<file path="src/hw/rtl/sstf_pkg.sv">
package sstf_pkg;

  // Widths of the port fields.
  localparam int unsigned CYL_W   = 13;
  localparam int unsigned TOTAL_W = 23;

  // Default sizing of the request store.
  localparam int unsigned MAX_REQUESTS_DEF  = 1024;
  localparam int unsigned CYLINDER_BITS_DEF = 13;

  // Control from the sequencer to the selection datapath.
  typedef struct packed {
    logic batch_start;  // load the head from the start cylinder, clear the total
    logic scan_clear;   // forget the best candidate before a new scan
    logic cmp_en;       // a stored entry is on the read data this cycle
    logic commit;       // serve the best candidate
  } pick_ctl_t;

endpackage

</file>
<file path="src/hw/rtl/sstf_pick.sv">
module sstf_pick #(
  parameter int unsigned CYLINDER_BITS = sstf_pkg::CYLINDER_BITS_DEF,
  parameter int unsigned IDX_W         = 10
) (
  input  logic                        clk_i,
  input  logic                        rst_ni,
  input  sstf_pkg::pick_ctl_t         ctl_i,
  input  logic [sstf_pkg::CYL_W-1:0]  start_i,
  input  logic [CYLINDER_BITS-1:0]    rd_cyl_i,
  input  logic                        rd_served_i,
  input  logic [IDX_W-1:0]            rd_idx_i,
  output logic [IDX_W-1:0]            best_idx_o,
  output logic [CYLINDER_BITS-1:0]    best_cyl_o,
  output logic                        best_valid_o,
  output logic [sstf_pkg::TOTAL_W-1:0] total_o
);

  // The head register is wide enough for both the start cylinder and a stored cylinder.
  localparam int unsigned HW =
    (CYLINDER_BITS > sstf_pkg::CYL_W) ? CYLINDER_BITS : sstf_pkg::CYL_W;
  localparam int unsigned TW = sstf_pkg::TOTAL_W;

  logic [HW-1:0]            head_q, head_d;
  logic [TW-1:0]            total_q, total_d;
  logic                     best_valid_q, best_valid_d;
  logic [HW-1:0]            best_dist_q, best_dist_d;
  logic [IDX_W-1:0]         best_idx_q, best_idx_d;
  logic [CYLINDER_BITS-1:0] best_cyl_q, best_cyl_d;

  logic [HW-1:0] cyl_ext;
  logic [HW-1:0] gap;
  logic [TW:0]   sum;

  assign cyl_ext = HW'(rd_cyl_i);
  assign gap     = (head_q >= cyl_ext) ? (head_q - cyl_ext) : (cyl_ext - head_q);
  assign sum     = {1'b0, total_q} + (TW + 1)'(best_dist_q);

  always_comb begin
    head_d       = head_q;
    total_d      = total_q;
    best_valid_d = best_valid_q;
    best_dist_d  = best_dist_q;
    best_idx_d   = best_idx_q;
    best_cyl_d   = best_cyl_q;

    if (ctl_i.batch_start) begin
      head_d  = HW'(start_i);
      total_d = '0;
    end

    if (ctl_i.commit) begin
      // The total saturates at its all-ones value.
      total_d = sum[TW] ? '1 : sum[TW-1:0];
      head_d  = HW'(best_cyl_q);
    end

    if (ctl_i.scan_clear) begin
      best_valid_d = 1'b0;
    end

    // Strictly smaller only, so the earliest of equally near requests stays.
    if (ctl_i.cmp_en && !rd_served_i && (!best_valid_q || (gap < best_dist_q))) begin
      best_valid_d = 1'b1;
      best_dist_d  = gap;
      best_idx_d   = rd_idx_i;
      best_cyl_d   = rd_cyl_i;
    end
  end

  always_ff @(posedge clk_i or negedge rst_ni) begin
    if (!rst_ni) begin
      head_q       <= '0;
      total_q      <= '0;
      best_valid_q <= 1'b0;
    end else begin
      head_q       <= head_d;
      total_q      <= total_d;
      best_valid_q <= best_valid_d;
    end
  end

  always_ff @(posedge clk_i) begin
    best_dist_q <= best_dist_d;
    best_idx_q  <= best_idx_d;
    best_cyl_q  <= best_cyl_d;
  end

  assign best_idx_o   = best_idx_q;
  assign best_cyl_o   = best_cyl_q;
  assign best_valid_o = best_valid_q;
  assign total_o      = total_q;

endmodule

</file>
<file path="config.mk">
export PLATFORM = sky130hd
export DESIGN_NAME = sstf_pick
export DESIGN_NICKNAME = d
export VERILOG_FILES = /design/src/hw/rtl/sstf_pkg.sv /design/src/hw/rtl/sstf_pick.sv
export SDC_FILE = /design/constraint.sdc
export NUM_CORES = 1
export LEC_CHECK = 0
export BUFFER_PORTS_ARGS = -buffer_cell sky130_fd_sc_hd__buf_2
export CAP_MARGIN = 20
export CORE_MARGIN = 10
export CORE_UTILIZATION = 61
export DETAILED_ROUTE_END_ITERATION = 6
export PLACE_DENSITY = 0.87
export SYNTH_ARGS = -nofsm -noshare
export SYNTH_HDL_FRONTEND = slang
export SYNTH_SLANG_ARGS = --single-unit
export TNS_END_PERCENT = 20
</file>
<file path="constraint.sdc">
create_clock -name clk_i -period 7.18 [get_ports clk_i]
set_input_delay 0.359 -clock clk_i [delete_from_list [all_inputs] [get_ports clk_i]]
set_output_delay 0.359 -clock clk_i [all_outputs]
set_load 0.1 [all_outputs]
</file>
==> flow_summary.yaml <==
run_status:
  outcome: "finished clean"
synthesis:
  netlist.area_leader.share: 0.224
  synth_cells: 489
  yosys_warnings: 0
  synth-edff-count: 36
  synth.most_common_cell: "a21oi_1"
  ys_types: 54
  synth.area.top_cells: "edfxtp_1, dfrtp_1, ha_1"
  postSynthAreaPerCell_um2: 9.86
  synth_compound_area_frac: 0.202
  yosysTopAreaCell: "edfxtp_1"
  async_flop_share: 0.507
  synthesis.area_um2: 4820
  ys.flop_type: "dfrtp_1"
  ys_ff_latch: 73
  post_synth_xor_area_fraction: 0.0363
  synth_top_family_by_area: "compound AO/OA/AOI/OAI gates"
  synth_common_cells: "a21oi_1, inv_1, ha_1, dfrtp_1, edfxtp_1"
  synthAdderAreaFrac: 0.142
  muxShareOfSynthArea: 0.0540
  synth_nets: 585
  synthSimpleGateAreaFrac: 0.0911
  yosysSeqAreaShare: 0.416
detailed_routing:
  via_per_inst: 5.87
  drt_iter0_drc: 173
  met2WireLength_mm: 5.97
  drt-met1-wl_mm: 4.80
  top_layer_used: "met4"
  wl_per_cell_um: 17.2
  vias: 3978
  dr_wl_met3_um: 649
  drc: 0
  routed_wl_mm: 11.6
  ant_nets: 0
  dr.pass1.iters: 4
power_and_ir_drop:
  seqPwrFrac: 0.276
  intPower_mw: 1.12
  power.total_mw: 2.14
  power.leakage_nw: 2.72
  p_switching_mw: 1.01
  p_clk_frac: 0.202
  p_sw_frac: 0.474
  comb_power_share: 0.522
  vdd_ir_drop_max_v: 0.000159
  p_per_area_nw_per_um2: 382
floorplanning:
  start_util: 0.624
  coreArea_um2: 7730
  die_x_um: 109
  rows: 32
  dieHeight_um: 109
  io_pins: 90
  die_area_um2: 11900
clock_tree:
  cts-hold-fix-buffers: 0
  clkSlewWorstSetupHoldPaths_ns: 0.08
  tritoncts: "built"
  htree_levels: 3
  cts-resized-gates: 0
  clock_sinks: 73
  clock_path_buffers: 2
  clock-root-buffer: "clkbuf_8"
  postCtsSetupBuffers: 0
  clkLatencyLatePin_ns: 0.36
  cts_buffers: 9
worst_setup_path:
  crit_path_max_fanout: 37
  crit_path_start_kind: "register"
  critical_path_class: "register to register"
  end_kind: "register"
  required_ns: 7.16
  cp.arrival_ns: 4.76
timing:
  max_clock_freq_ghz: 0.209
  slew_headroom: 0.380
  fin_hold_ws_ns: 0.112
  skew_ns: 0.00686
  timing.final.crit_share: 0.665
  min_period_ns: 4.78
  tns_ns: 0
  final_max_slew_viol_count: 0
  report.final.hold_viol_count: 0
  rsz0062_at_grt: "no"
  worst_pin_slew_ns: 0.930
  setup_viol: 0
finish:
  nNetsFinal: 667
  area_growth_pct: 16.1
  drive_above_1_share: 0.201
  stdcell_area_um2: 5600
  antenna_cells: 0
global_routing:
  grt_pass1_wl_mm: 18.9
  grt_pass1_vias: 4088
  antenna_found_initial: 0
  grt.total_usage: 0.197
  grt-ovfl-total: 0
  grt_max_degree: 74
hold_path:
  hold_class: "input pin to asynchronous set/reset pin"
placed_design:
  port_buffers: 89
  hpwl_mm: 8.50
  placed_area_um2: 5310
  place_congestion: 0.901
flow_run:
  drv_cap: 0
path summary, 6_finish.rpt:
| kind | from | cells past startpoint | slack [ns] | end |
|---|---|---|---|---|
| worst max-delay path | head_q[3] | 15 | 2.40 | best_cyl_o[12] |
| worst min-delay path | rst_ni | 1 | 0.11 | total_o[21] |
| worst max register to register | head_q[3] | 15 | 2.40 | best_cyl_o[12] |
| worst min register to register | best_cyl_o[10] | 2 | 0.49 | head_q[10] |
| max in group asynchronous | rst_ni | 1 | 6.51 | head_q[7] |
| min in group clk_i | rd_idx_i[9] | 1 | 0.17 | best_idx_o[9] |
critical path, cell delays in order, from the launching register on:
cell and delay, ns:
dfrtp_1 0.41, ha_1 0.38, and4_4 0.23, a21boi_1 0.13
or3_4 0.38, o21ai_2 0.15, nand2_2 0.25, mux2_2 0.39
ha_1 0.27, a21boi_0 0.12, o21a_1 0.17, o21a_1 0.15
o21ai_0 0.17, a211oi_1 0.10, nor3_1 0.21, o221a_2 0.87
cells in the final DEF (no fill, tap or decap), types with 8 or more instances in the layout:
cell	n
a21oi_1	56
o21ai_0	29
a211oi_1	8
a31oi_1	15
inv_1	52
nor2_1	11
edfxtp_1	36
buf_2	89
clkbuf_8	9
xnor2_1	10
ha_1	50
nand2_1	34
a21o_1	21
mux2i_1	22
xor2_1	10
dfrtp_1	37
power by group through the flow:
stage	Clock (mW)	Sequential (mW)	Combinational (mW)
after global placement	0	0.594	1.05
after detailed placement	0	0.598	1.10
after global routing	0.459	0.599	1.20
after CTS	0.437	0.589	1.11
final	0.432	0.590	1.11
after floorplan	0	0.955	0.527
sequential cells by signal (all words and copies together) (netlist names):
signal	cells
best_dist_q	13
head_q	13
best_idx_o	10
best_cyl_o	13
total_o	23
best_valid_o	1
per-layer routing:
metal / track usage / vias up
met5: 0 / -
met3: 0.0537 / 21
met1: 0.228 / 1910
met4: 0.0640 / 0
met2: 0.345 / 123
li1: - / 1924
through the flow:
stage | std cells | worst slack (ns) | util
2_1_floorplan | 489 | 2.87 | -
3_3_place_gp | 661 | 2.44 | 0.687
3_5_place_dp | 661 | 2.32 | 0.687
4_1_cts | 677 | 2.41 | 0.722
5_1_grt | 678 | 2.10 | 0.724
6_report | 678 | 2.40 | 0.724
area by class of cell:
class | count | area, um^2
fill | 561 | 2130
clock inverter | 7 | 143
inverter | 52 | 195
timing repair buffer | 90 | 465
tap | 102 | 128
clock buffer | 9 | 124
sequential | 73 | 2010
multi-input combinational | 345 | 2540
logic make-up after synthesis:
family / Yosys count
buffers and inverters: 71
XOR/XNOR: 20
AND/OR/NAND/NOR: 89
adder cells (fa/ha/maj): 53
multiplexers: 25
AO/OA/AOI/OAI: 158
flip-flops: 73
No activity file was read; power rests on OpenSTA's default activity.
